[src/llist_pkg.sv]
package llist_pkg;

   localparam int CAPACITY = 32;
   localparam int IDX_W    = $clog2(CAPACITY);
   localparam int PTR_W    = IDX_W + 1;
   localparam int CNT_W    = $clog2(CAPACITY + 1);
   localparam int VAL_W    = 32;
   localparam int OP_W     = 3;
   localparam int ST_W     = 2;
   localparam int POS_W    = 6;

   // pointer with top bit set means null
   localparam logic [PTR_W-1:0] PTR_NIL = PTR_W'(1) << IDX_W;

   localparam logic [OP_W-1:0] OP_CLEAR     = 3'd0;
   localparam logic [OP_W-1:0] OP_INS_HEAD  = 3'd1;
   localparam logic [OP_W-1:0] OP_INS_TAIL  = 3'd2;
   localparam logic [OP_W-1:0] OP_INS_AFTER = 3'd3;
   localparam logic [OP_W-1:0] OP_DEL_HEAD  = 3'd4;
   localparam logic [OP_W-1:0] OP_DEL_TAIL  = 3'd5;
   localparam logic [OP_W-1:0] OP_SEARCH    = 3'd6;

   localparam logic [ST_W-1:0] ST_OK        = 2'd0;
   localparam logic [ST_W-1:0] ST_EMPTY     = 2'd1;
   localparam logic [ST_W-1:0] ST_NOT_FOUND = 2'd2;
   localparam logic [ST_W-1:0] ST_FULL      = 2'd3;

   typedef struct packed {
      logic [OP_W-1:0]         op;
      logic signed [VAL_W-1:0] value;
      logic signed [VAL_W-1:0] match_key;
   } req_item_type;

   typedef struct packed {
      logic [ST_W-1:0]         status;
      logic signed [VAL_W-1:0] removed_value;
      logic [POS_W-1:0]        found_position;
   } rsp_item_type;

   typedef struct packed {
      logic             wr_en;
      logic [IDX_W-1:0] wr_addr;
      logic [VAL_W-1:0] wr_data;
      logic [IDX_W-1:0] rd_addr;
   } val_port_type;

   typedef struct packed {
      logic             wr_en;
      logic [IDX_W-1:0] wr_addr;
      logic [PTR_W-1:0] wr_data;
      logic [IDX_W-1:0] rd_addr;
   } lnk_port_type;

endpackage

[src/llist_ram.sv]
module llist_ram #(
   parameter int WIDTH = 32,
   parameter int DEPTH = 32,
   localparam int ADDR_W = $clog2(DEPTH)
) (
   input  logic              clock,
   input  logic              wr_en,
   input  logic [ADDR_W-1:0] wr_addr,
   input  logic [WIDTH-1:0]  wr_data,
   input  logic [ADDR_W-1:0] rd_addr,
   output logic [WIDTH-1:0]  rd_data
);

   logic [WIDTH-1:0] mem_ff [DEPTH];
   logic [WIDTH-1:0] rd_data_ff;

   always_ff @(posedge clock) begin
      if (wr_en) begin
         mem_ff[wr_addr] <= wr_data;
      end
      rd_data_ff <= mem_ff[rd_addr];
   end

   assign rd_data = rd_data_ff;

endmodule

[src/llist_ctrl.sv]
module llist_ctrl
   import llist_pkg::*;
(
   input  logic             clock,
   input  logic             reset,
   input  logic             req_valid,
   input  req_item_type     req_data,
   output logic             busy,
   output logic             res_valid,
   output rsp_item_type     res_data,
   input  logic             res_take,
   output val_port_type     val_port,
   input  logic [VAL_W-1:0] val_rd,
   output lnk_port_type     lnk_port,
   input  logic [PTR_W-1:0] lnk_rd
);

   localparam logic [2:0] S_IDLE     = 3'd0;
   localparam logic [2:0] S_WALK     = 3'd1;
   localparam logic [2:0] S_ALLOC    = 3'd2;
   localparam logic [2:0] S_ALLOC_WR = 3'd3;
   localparam logic [2:0] S_LINK2    = 3'd4;
   localparam logic [2:0] S_FREE     = 3'd5;
   localparam logic [2:0] S_UNLINK   = 3'd6;
   localparam logic [2:0] S_DONE     = 3'd7;

   logic [2:0]       state_ff, state_in;
   logic [OP_W-1:0]  op_ff, op_in;
   logic [VAL_W-1:0] val_ff, val_in;
   logic [VAL_W-1:0] key_ff, key_in;
   logic [PTR_W-1:0] head_ff, head_in;
   logic [PTR_W-1:0] tail_ff, tail_in;
   logic [PTR_W-1:0] free_ff, free_in;
   logic [CNT_W-1:0] hwm_ff, hwm_in;
   logic [CNT_W-1:0] count_ff, count_in;
   logic [PTR_W-1:0] cur_ff, cur_in;
   logic [PTR_W-1:0] prev_ff, prev_in;
   logic [PTR_W-1:0] next_ff, next_in;
   logic [IDX_W-1:0] new_ff, new_in;
   logic             chain_ff, chain_in;
   logic [CNT_W-1:0] pos_ff, pos_in;
   rsp_item_type     res_ff, res_in;

   logic             list_empty;
   logic             list_full;
   logic [PTR_W-1:0] new_ptr;

   assign list_empty = head_ff[IDX_W];
   assign list_full  = (count_ff == CNT_W'(CAPACITY));
   assign new_ptr    = {1'b0, new_ff};

   always_comb begin
      state_in = state_ff;
      op_in    = op_ff;
      val_in   = val_ff;
      key_in   = key_ff;
      head_in  = head_ff;
      tail_in  = tail_ff;
      free_in  = free_ff;
      hwm_in   = hwm_ff;
      count_in = count_ff;
      cur_in   = cur_ff;
      prev_in  = prev_ff;
      next_in  = next_ff;
      new_in   = new_ff;
      chain_in = chain_ff;
      pos_in   = pos_ff;
      res_in   = res_ff;

      val_port.wr_en   = 1'b0;
      val_port.wr_addr = new_ff;
      val_port.wr_data = val_ff;
      val_port.rd_addr = head_ff[IDX_W-1:0];
      lnk_port.wr_en   = 1'b0;
      lnk_port.wr_addr = new_ff;
      lnk_port.wr_data = PTR_NIL;
      lnk_port.rd_addr = head_ff[IDX_W-1:0];

      case (state_ff)
         S_IDLE: begin
            if (req_valid) begin
               op_in   = req_data.op;
               val_in  = req_data.value;
               key_in  = req_data.match_key;
               cur_in  = head_ff;
               prev_in = PTR_NIL;
               pos_in  = CNT_W'(1);
               res_in.status         = ST_OK;
               res_in.removed_value  = '0;
               res_in.found_position = '0;
               state_in = S_DONE;
               case (req_data.op)
                  OP_CLEAR: begin
                     head_in  = PTR_NIL;
                     tail_in  = PTR_NIL;
                     free_in  = PTR_NIL;
                     hwm_in   = '0;
                     count_in = '0;
                  end
                  OP_INS_HEAD, OP_INS_TAIL: begin
                     cur_in = tail_ff;
                     if (list_full) begin
                        res_in.status = ST_FULL;
                     end else begin
                        state_in = S_ALLOC;
                     end
                  end
                  OP_INS_AFTER: begin
                     if (list_empty) begin
                        res_in.status = ST_EMPTY;
                     end else if (list_full) begin
                        res_in.status = ST_FULL;
                     end else begin
                        state_in = S_WALK;
                     end
                  end
                  OP_DEL_HEAD, OP_DEL_TAIL, OP_SEARCH: begin
                     if (list_empty) begin
                        res_in.status = ST_EMPTY;
                     end else begin
                        state_in = S_WALK;
                     end
                  end
                  default: begin
                  end
               endcase
            end
         end

         // read data belongs to cur_ff; next node is read in the same cycle
         S_WALK: begin
            val_port.rd_addr = lnk_rd[IDX_W-1:0];
            lnk_port.rd_addr = lnk_rd[IDX_W-1:0];
            cur_in  = lnk_rd;
            prev_in = cur_ff;
            pos_in  = pos_ff + CNT_W'(1);
            case (op_ff)
               OP_SEARCH: begin
                  if (val_rd == val_ff) begin
                     res_in.found_position = POS_W'(pos_ff);
                     state_in = S_DONE;
                  end else if (lnk_rd[IDX_W]) begin
                     res_in.status = ST_NOT_FOUND;
                     state_in = S_DONE;
                  end
               end
               OP_INS_AFTER: begin
                  if (val_rd == key_ff) begin
                     next_in  = lnk_rd;
                     cur_in   = cur_ff;
                     state_in = S_ALLOC;
                  end else if (lnk_rd[IDX_W]) begin
                     res_in.status = ST_NOT_FOUND;
                     state_in = S_DONE;
                  end
               end
               OP_DEL_HEAD: begin
                  res_in.removed_value = val_rd;
                  head_in = lnk_rd;
                  if (lnk_rd[IDX_W]) begin
                     tail_in = PTR_NIL;
                  end
                  cur_in   = cur_ff;
                  state_in = S_FREE;
               end
               OP_DEL_TAIL: begin
                  if (lnk_rd[IDX_W]) begin
                     res_in.removed_value = val_rd;
                     cur_in   = cur_ff;
                     prev_in  = prev_ff;
                     state_in = S_FREE;
                  end
               end
               default: begin
                  state_in = S_DONE;
               end
            endcase
         end

         // freed nodes first, then never-used ones from the fill mark
         S_ALLOC: begin
            if (!free_ff[IDX_W]) begin
               lnk_port.rd_addr = free_ff[IDX_W-1:0];
               new_in   = free_ff[IDX_W-1:0];
               chain_in = 1'b1;
            end else begin
               new_in   = hwm_ff[IDX_W-1:0];
               hwm_in   = hwm_ff + CNT_W'(1);
               chain_in = 1'b0;
            end
            state_in = S_ALLOC_WR;
         end

         S_ALLOC_WR: begin
            if (chain_ff) begin
               free_in = lnk_rd;
            end
            val_port.wr_en = 1'b1;
            count_in       = count_ff + CNT_W'(1);
            lnk_port.wr_en = 1'b1;
            state_in       = S_DONE;
            case (op_ff)
               OP_INS_HEAD: begin
                  lnk_port.wr_data = head_ff;
                  head_in = new_ptr;
                  if (list_empty) begin
                     tail_in = new_ptr;
                  end
               end
               OP_INS_TAIL: begin
                  lnk_port.wr_data = PTR_NIL;
                  if (list_empty) begin
                     head_in = new_ptr;
                     tail_in = new_ptr;
                  end else begin
                     state_in = S_LINK2;
                  end
               end
               OP_INS_AFTER: begin
                  lnk_port.wr_data = next_ff;
                  state_in = S_LINK2;
               end
               default: begin
               end
            endcase
         end

         S_LINK2: begin
            lnk_port.wr_en   = 1'b1;
            lnk_port.wr_addr = cur_ff[IDX_W-1:0];
            lnk_port.wr_data = new_ptr;
            if (cur_ff == tail_ff) begin
               tail_in = new_ptr;
            end
            state_in = S_DONE;
         end

         S_FREE: begin
            lnk_port.wr_en   = 1'b1;
            lnk_port.wr_addr = cur_ff[IDX_W-1:0];
            lnk_port.wr_data = free_ff;
            free_in  = cur_ff;
            count_in = count_ff - CNT_W'(1);
            state_in = S_DONE;
            if (op_ff == OP_DEL_TAIL) begin
               if (!prev_ff[IDX_W]) begin
                  state_in = S_UNLINK;
               end else begin
                  head_in = PTR_NIL;
                  tail_in = PTR_NIL;
               end
            end
         end

         S_UNLINK: begin
            lnk_port.wr_en   = 1'b1;
            lnk_port.wr_addr = prev_ff[IDX_W-1:0];
            lnk_port.wr_data = PTR_NIL;
            tail_in  = prev_ff;
            state_in = S_DONE;
         end

         S_DONE: begin
            if (res_take) begin
               state_in = S_IDLE;
            end
         end

         default: begin
            state_in = S_IDLE;
         end
      endcase
   end

   always_ff @(posedge clock) begin
      if (reset) begin
         state_ff <= S_IDLE;
         head_ff  <= PTR_NIL;
         tail_ff  <= PTR_NIL;
         free_ff  <= PTR_NIL;
         hwm_ff   <= '0;
         count_ff <= '0;
      end else begin
         state_ff <= state_in;
         head_ff  <= head_in;
         tail_ff  <= tail_in;
         free_ff  <= free_in;
         hwm_ff   <= hwm_in;
         count_ff <= count_in;
      end
   end

   always_ff @(posedge clock) begin
      op_ff    <= op_in;
      val_ff   <= val_in;
      key_ff   <= key_in;
      cur_ff   <= cur_in;
      prev_ff  <= prev_in;
      next_ff  <= next_in;
      new_ff   <= new_in;
      chain_ff <= chain_in;
      pos_ff   <= pos_in;
      res_ff   <= res_in;
   end

   assign busy      = (state_ff != S_IDLE);
   assign res_valid = (state_ff == S_DONE);
   assign res_data  = res_ff;

`ifndef SYNTHESIS
   a_count_le_hwm: assert property (@(posedge clock) disable iff (reset)
      (count_ff <= hwm_ff) && (hwm_ff <= CNT_W'(CAPACITY)))
      else $error("node count exceeds fill mark or capacity");

   a_head_vs_count: assert property (@(posedge clock) disable iff (reset)
      (state_ff == S_IDLE) |-> (head_ff[IDX_W] == (count_ff == '0)))
      else $error("head pointer disagrees with node count");

   a_head_vs_tail: assert property (@(posedge clock) disable iff (reset)
      (state_ff == S_IDLE) |-> (head_ff[IDX_W] == tail_ff[IDX_W]))
      else $error("head and tail disagree on empty list");

   a_alloc_room: assert property (@(posedge clock) disable iff (reset)
      (state_ff == S_ALLOC && free_ff[IDX_W]) |-> (hwm_ff < CNT_W'(CAPACITY)))
      else $error("allocation with no free node");

   a_done_holds: assert property (@(posedge clock) disable iff (reset)
      (state_ff == S_DONE && !res_take) |=> (state_ff == S_DONE) && $stable(res_ff))
      else $error("pending result lost");
`endif

endmodule

[src/linked_list_engine.sv]
// Clear, unused opcodes and rejected requests go from the done state to the output register;
// head/tail inserts allocate and write a node, and a tail insert also links the old tail;
// insert-after, delete and search walk up to CAPACITY nodes, one node per cycle.
// Throughput: one item at a time; the walk is paced by the single read port of the node store.
// Reset (synchronous, active high) empties the list at once; no memory sweep is needed,
// never-used nodes are handed out from a fill mark.
module linked_list_engine
   import llist_pkg::*;
(
   input  logic         clock,
   input  logic         reset,
   input  logic         req_valid,
   output logic         req_stall,
   input  req_item_type req_data,
   output logic         rsp_valid,
   input  logic         rsp_stall,
   output rsp_item_type rsp_data
);

   // controller <-> node store
   val_port_type     val_port;
   lnk_port_type     lnk_port;
   logic [VAL_W-1:0] val_rd;
   logic [PTR_W-1:0] lnk_rd;

   logic             busy;
   logic             res_valid;
   rsp_item_type     res_data;
   logic             res_take;

   // output register: a finished result moves here when the slot is
   // empty or being drained this cycle
   logic             rsp_valid_ff, rsp_valid_in;
   rsp_item_type     rsp_data_ff, rsp_data_in;

   llist_ctrl u_ctrl (
      .clock     (clock),
      .reset     (reset),
      .req_valid (req_valid),
      .req_data  (req_data),
      .busy      (busy),
      .res_valid (res_valid),
      .res_data  (res_data),
      .res_take  (res_take),
      .val_port  (val_port),
      .val_rd    (val_rd),
      .lnk_port  (lnk_port),
      .lnk_rd    (lnk_rd)
   );

   // node values
   llist_ram #(
      .WIDTH (VAL_W),
      .DEPTH (CAPACITY)
   ) u_val_ram (
      .clock   (clock),
      .wr_en   (val_port.wr_en),
      .wr_addr (val_port.wr_addr),
      .wr_data (val_port.wr_data),
      .rd_addr (val_port.rd_addr),
      .rd_data (val_rd)
   );

   // node links, also used to chain freed nodes
   llist_ram #(
      .WIDTH (PTR_W),
      .DEPTH (CAPACITY)
   ) u_lnk_ram (
      .clock   (clock),
      .wr_en   (lnk_port.wr_en),
      .wr_addr (lnk_port.wr_addr),
      .wr_data (lnk_port.wr_data),
      .rd_addr (lnk_port.rd_addr),
      .rd_data (lnk_rd)
   );

   assign req_stall = busy;
   assign res_take  = res_valid && (!rsp_valid_ff || !rsp_stall);

   always_comb begin
      rsp_valid_in = rsp_valid_ff;
      rsp_data_in  = rsp_data_ff;
      if (res_take) begin
         rsp_valid_in = 1'b1;
         rsp_data_in  = res_data;
      end else if (!rsp_stall) begin
         rsp_valid_in = 1'b0;
      end
   end

   always_ff @(posedge clock) begin
      if (reset) begin
         rsp_valid_ff <= 1'b0;
      end else begin
         rsp_valid_ff <= rsp_valid_in;
      end
   end

   always_ff @(posedge clock) begin
      rsp_data_ff <= rsp_data_in;
   end

   assign rsp_valid = rsp_valid_ff;
   assign rsp_data  = rsp_data_ff;

endmodule
[config.mk]
export PLATFORM = sky130hd
export DESIGN_NAME = linked_list_engine
export DESIGN_NICKNAME = d
export VERILOG_FILES = /design/src/llist_pkg.sv /design/src/llist_ram.sv /design/src/llist_ctrl.sv /design/src/linked_list_engine.sv
export SDC_FILE = /design/constraint.sdc
export NUM_CORES = 2
export LEC_CHECK = 0
export ABC_AREA = 0
export BUFFER_PORTS_ARGS = -buffer_cell sky130_fd_sc_hd__buf_4
export CORE_MARGIN = 2
export CORE_UTILIZATION = 50
export DETAILED_ROUTE_END_ITERATION = 10
export GPL_ROUTABILITY_DRIVEN = 0
export GPL_TIMING_DRIVEN = 0
export PLACE_DENSITY_LB_ADDON = 0.25
export SETUP_SLACK_MARGIN = 0.02
export SLEW_MARGIN = 25
export SYNTH_ARGS = -nofsm -noshare
export SYNTH_HDL_FRONTEND = slang
export SYNTH_SLANG_ARGS = --single-unit
[constraint.sdc]
create_clock -name clock -period 5.5 [get_ports clock]
set_input_delay 0.55 -clock clock [delete_from_list [all_inputs] [get_ports clock]]
set_output_delay 0.55 -clock clock [all_outputs]
set_load 0.01 [all_outputs]
==> report_table.html <==
<table>
<tr><th>Metric</th><th>Value</th></tr>
<tr><th colspan="2">Outcome</th></tr>
<tr><td>Run status</td><td>complete, no violations</td></tr>
<tr><th colspan="2">Timing</th></tr>
<tr><td>Final max-slew violation count</td><td>0</td></tr>
<tr><td>Endpoints failing hold</td><td>0</td></tr>
<tr><td>RSZ-0062 raised after global routing</td><td>no</td></tr>
<tr><td>Worst clock skew</td><td>about 0.032 ns</td></tr>
<tr><td>Clock period minus worst slack</td><td>4.92 ns</td></tr>
<tr><td>Actual transition at the worst max-transition pin</td><td>between 1 and 1.5 ns</td></tr>
<tr><td>Setup slack after layout</td><td>just under 0.6 ns</td></tr>
<tr><td>Max frequency</td><td>203 MHz</td></tr>
<tr><td>Max_slew headroom</td><td>between 20% and 30%</td></tr>
<tr><td>Final setup vio count</td><td>0</td></tr>
<tr><td>Final clock period utilization by the worst path</td><td>about nine tenths</td></tr>
<tr><th colspan="2">Layout</th></tr>
<tr><td>Post-route cell area</td><td>0.0674 mm2</td></tr>
<tr><td>Layout fillers</td><td>approximately 8300</td></tr>
<tr><td>Signed area change from the synthesized netlist to the final layout</td><td>18.3%</td></tr>
<tr><td>Post-layout nets</td><td>4289</td></tr>
<tr><td>Share of post-route cells with drive strength above 1</td><td>~13%</td></tr>
<tr><td>Total inserted antenna cells</td><td>0</td></tr>
<tr><td>Number of standard cells in the final layout excluding fillers</td><td>around 6000</td></tr>
<tr><th colspan="2">Routing</th></tr>
<tr><td>Detailed-route vias per instance</td><td>about 6</td></tr>
<tr><td>DRC viols</td><td>0</td></tr>
<tr><td>Wire length on met2</td><td>about 74000 um</td></tr>
<tr><td>Number of DRC markers after the initial detailed-route iteration</td><td>4970</td></tr>
<tr><td>Vias</td><td>35300</td></tr>
<tr><td>Wire length per cell after detailed routing</td><td>about 28 um</td></tr>
<tr><td>Total Wirelength</td><td>161000 um</td></tr>
<tr><td>Met3 routed wirelength</td><td>roughly 16000 um</td></tr>
<tr><td>Routed length on met1</td><td>around 63000 um</td></tr>
<tr><td>Final antenna-violating net count</td><td>0</td></tr>
<tr><td>Max Used Layer</td><td>met4</td></tr>
<tr><td>TritonRoute pass-1 iters</td><td>7</td></tr>
<tr><th colspan="2">Clock tree</th></tr>
<tr><td>Sinks on the clock net</td><td>1464</td></tr>
<tr><td>Clock latency on the worst-skew pair</td><td>roughly 0.77 ns</td></tr>
<tr><td>Total CTS buffers</td><td>roughly 150</td></tr>
<tr><td>Buffer depth of the longest clock path</td><td>3</td></tr>
<tr><td>Worst-path clk slew</td><td>approximately 0.060 ns</td></tr>
<tr><td>Clock H-tree levels</td><td>4</td></tr>
<tr><td>Count of instances resized after the clock tree is built</td><td>0</td></tr>
<tr><td>CTS tree</td><td>built</td></tr>
<tr><td>Buffer cell driving the clock tree root</td><td>clkbuf_16</td></tr>
<tr><th colspan="2">Logic synthesis</th></tr>
<tr><td>Xor-xnor portion of the synthesized cell area</td><td>~1.3%</td></tr>
<tr><td>Simple-gate area share of the yosys netlist</td><td>about 10%</td></tr>
<tr><td>Area share of the largest cell type after synthesis</td><td>73.4%</td></tr>
<tr><td>Largest cells by area after synthesis</td><td>edfxtp_1, nand2_1, mux2i_1</td></tr>
<tr><td>Adder-cell share of the synthesized area</td><td>less than 1%</td></tr>
<tr><td>Number of nets in the synthesized netlist</td><td>3866</td></tr>
<tr><td>Largest area contributor in the synthesized netlist</td><td>edfxtp_1</td></tr>
<tr><td>Mapped Cells</td><td>roughly 3800</td></tr>
<tr><td>Unique cell type count in the Yosys netlist</td><td>66</td></tr>
<tr><td>Mux share of post-synthesis cell area</td><td>5.06%</td></tr>
<tr><td>Yosys warnings</td><td>0</td></tr>
<tr><td>Dominant combinational cell family by area after synthesis</td><td>simple AND/OR/NAND/NOR gates</td></tr>
<tr><td>Summed instance area of the synthesized netlist</td><td>0.0570 mm2</td></tr>
<tr><td>Synth Area in Compound Gates</td><td>6.10%</td></tr>
<tr><td>Number of enable flip-flop cells after synthesis</td><td>between 1000 and 1500</td></tr>
<tr><td>Top_reg_cell synth</td><td>edfxtp_1</td></tr>
<tr><td>Synth Register Bits</td><td>approximately 1500</td></tr>
<tr><td>Mapped Avg Cell Area</td><td>15.0 um2</td></tr>
<tr><td>Sequential cell area fraction in the yosys report</td><td>about three quarters</td></tr>
<tr><td>Ys async rst share</td><td>0%</td></tr>
<tr><th colspan="2">Setup path</th></tr>
<tr><td>CP delay by family, top</td><td>buffers and inverters</td></tr>
<tr><td>Biggest cell delay along the critical path</td><td>around 0.86 ns</td></tr>
<tr><td>Cell breakdown of the critical path</td><td>buf_2 &gt; nand4bb_1 &gt; nand2_1 &gt; clkbuf_1 &gt; clkbuf_1 &gt; mux2i_1 &gt; a32oi_1 &gt; a21oi_1 &gt; a2111oi_0</td></tr>
<tr><td>Most common cell type on the critical path</td><td>clkbuf_1</td></tr>
<tr><td>Number of buffers and inverters on the critical path</td><td>3</td></tr>
<tr><td>Nature of the critical path startpoint</td><td>register</td></tr>
<tr><td>Data required time of the worst path</td><td>6.07 ns</td></tr>
<tr><td>Class of the most critical setup path</td><td>register to register</td></tr>
<tr><td>Cell type of the slowest stage on the worst timing path</td><td>clkbuf_1</td></tr>
<tr><td>Signal arrival time at the worst endpoint</td><td>approximately 5.5 ns</td></tr>
<tr><td>Critical path endpoint category</td><td>register</td></tr>
<tr><td>Largest driver fanout on the critical path</td><td>10</td></tr>
<tr><th colspan="2">Global route</th></tr>
<tr><td>Pin count of the biggest net entering global routing</td><td>40</td></tr>
<tr><td>Global routing usage summed across all routing layers</td><td>between 20% and 30%</td></tr>
<tr><td>Overflow left after global routing</td><td>0</td></tr>
<tr><td>Number of antenna violations at the first check in global routing</td><td>0</td></tr>
<tr><td>Global-route wire length before repair</td><td>232000 um</td></tr>
<tr><td>Number of global-route vias before repair</td><td>roughly 34000</td></tr>
<tr><th colspan="2">Placed design</th></tr>
<tr><td>Number of input and output port buffers inserted</td><td>about 110</td></tr>
<tr><td>Placed cell count</td><td>~5500</td></tr>
<tr><td>Hpwl dp</td><td>~110000 um</td></tr>
<tr><td>Pre-CTS setup slack</td><td>0.898 ns</td></tr>
<tr><td>Total placed instance area</td><td>between 0.06 and 0.07 mm2</td></tr>
<tr><th colspan="2">Power and ir drop</th></tr>
<tr><td>Comb pwr share</td><td>26.9%</td></tr>
<tr><td>Leak pwr</td><td>about 22 nW</td></tr>
<tr><td>Power per unit of standard cell area</td><td>between 400 and 500 mW/mm2</td></tr>
<tr><td>Clk pwr share</td><td>30.3%</td></tr>
<tr><td>Net Sw Frac</td><td>around 34%</td></tr>
<tr><td>Int Power</td><td>around 22 mW</td></tr>
<tr><td>Sequential share of power</td><td>between 40% and 50%</td></tr>
<tr><td>Overall Power</td><td>~33 mW</td></tr>
<tr><td>Switching power</td><td>between 10 and 15 mW</td></tr>
<tr><td>Peak VDD IR</td><td>around 0.30 mV</td></tr>
<tr><th colspan="2">Worst hold path</th></tr>
<tr><td>Worst Hold Class</td><td>input pin to register</td></tr>
<tr><th colspan="2">Run</th></tr>
<tr><td>Max Cap Violations</td><td>0</td></tr>
<tr><th colspan="2">Floorplanning</th></tr>
<tr><td>Chip width</td><td>342 um</td></tr>
<tr><td>Die span in y</td><td>about 340 um</td></tr>
<tr><td>Starting density of the core</td><td>about 50%</td></tr>
<tr><td>Die area</td><td>approximately 0.12 mm2</td></tr>
<tr><td>Number of ports placed on the die boundary</td><td>113</td></tr>
<tr><td>Core area</td><td>0.113 mm2</td></tr>
<tr><td>Rows</td><td>approximately 120</td></tr>
</table>
final cells by class:
type / instances / area (um2) / area share, %
clock inverters: 87 / 895 / 1.33
multi-input cells: 2079 / 13100 / 19.4
well taps: 1500 / 1880 / 2.78
plain buffers: 223 / 941 / 1.40
inverters: 22 / 87.6 / 0.130
clock buffers: 184 / 3950 / 5.87
flip-flops and latches: 1464 / 43300 / 64.2
repair buffers: 272 / 3320 / 4.92
metal layers:
layer | track usage, % | vias to the layer above
met1 | 38.3 | 17600
met2 | 42.4 | 2058
met3 | 5.12 | 345
li1 | - | 15300
met4 | 12.4 | 0
met5 | 0 | -
per-stage QoR:
step	TNS [ns]	util [%]	hold slack, ns
after floorplan	0	-	0.400
after global placement	-30.16	52.9	0.405
after detailed placement	0	54.8	0.405
after CTS	0	59.7	0.0546
after global routing	0	59.7	0.0990
final	0	59.7	0.0937
what timing repair did:
item | in CTS | in global routing
buffers inserted | 0 | 0
hold buffers | 67 | 0
setup endpoints to repair | 0 | 0
hold endpoints to repair | 67 | 0
flip-flops by register name, indices dropped and copies added, names as in the netlist, 5 cells and up:
signal / count
u_val_ram.mem_ff: 1024
u_lnk_ram.mem_ff: 192
rsp_data: 40
u_ctrl.res_data: 40
u_ctrl.key_ff: 32
u_ctrl.val_ff: 32
u_val_ram.rd_data: 32
u_ctrl.count_ff: 6
u_ctrl.cur_ff: 6
u_ctrl.free_ff: 6
u_ctrl.head_ff: 6
u_ctrl.next_ff: 6
u_ctrl.pos_ff: 6
u_ctrl.prev_ff: 6
u_ctrl.tail_ff: 6
u_lnk_ram.rd_data: 6
u_ctrl.hwm_ff: 5
u_ctrl.new_ff: 5
cells by family (layout without fill, tap and decap cells):
| kind of cell | Yosys count | count (layout) |
|---|---|---|
| buf+inv | 245 | 788 |
| flops | 1464 | 1464 |
| compound gates | 477 | 477 |
| fa+ha+maj | 7 | 7 |
| mux | 239 | 239 |
| xor+xnor | 83 | 83 |
| simple gates | 1273 | 1273 |
tightest hold or removal path, delay by kind of cell:
kind,cells,cell delay [ns]
buf+inv,1,0.13
compound gates,1,0.06
simple gates,1,0.07
cell usage after synthesis, types with 6 or more instances:
cell type	instances
o21a_1	9
a21o_1	10
edfxtp_1	1393
a31oi_1	39
dfxtp_1	71
nand2_1	774
a32oi_1	160
nor2_1	112
xor2_1	74
and2_1	49
clkbuf_1	165
nand3_1	214
mux2_2	14
a22oi_1	24
o211ai_1	8
a21oi_1	101
buf_2	33
a2111oi_0	33
nand4_1	37
o22ai_1	12
nor4_1	20
nand3b_1	11
o21ai_0	36
inv_1	22
nand2b_1	7
o211a_1	14
ha_1	6
xnor2_1	9
mux2i_1	190
mux4_1	9
buf_1	19
nor3_1	10
mux4_2	26
nor2b_1	11
power by group through the flow:
stage,clock network [mW],registers (mW),logic [mW]
after CTS,10.1,14.2,8.80
after detailed placement,0,14.4,8.71
after floorplan,0,14.1,4.98
after global routing,10.6,14.3,9.44
after global placement,0,14.8,7.94
final,10.1,14.3,8.97
layout by cell type, fill, tap and decap left out, types with 35 or more instances in the layout:
master,n
a21oi_1,100
a31oi_1,38
a32oi_1,160
and2_1,49
buf_2,39
buf_4,111
buf_8,45
clkbuf_1,187
clkbuf_16,152
dfxtp_1,71
dlygate4sd3_1,67
edfxtp_1,1393
mux2i_1,190
nand2_1,774
nand3_1,213
nand4_1,37
nor2_1,80
o21ai_0,35
xor2_1,74
final timing paths:
kind	from	end	slack [ns]	cells after the start
max	u_ctrl.state_ff[1]	u_val_ram.rd_data[15]	0.58	9
min	rsp_stall	rsp_valid	0.09	3
max reg2reg	u_ctrl.state_ff[1]	u_val_ram.rd_data[15]	0.58	9
min reg2reg	u_ctrl.res_data[23]	rsp_data[23]	0.42	0
Note: power is estimated with default switching activity, not from simulation.
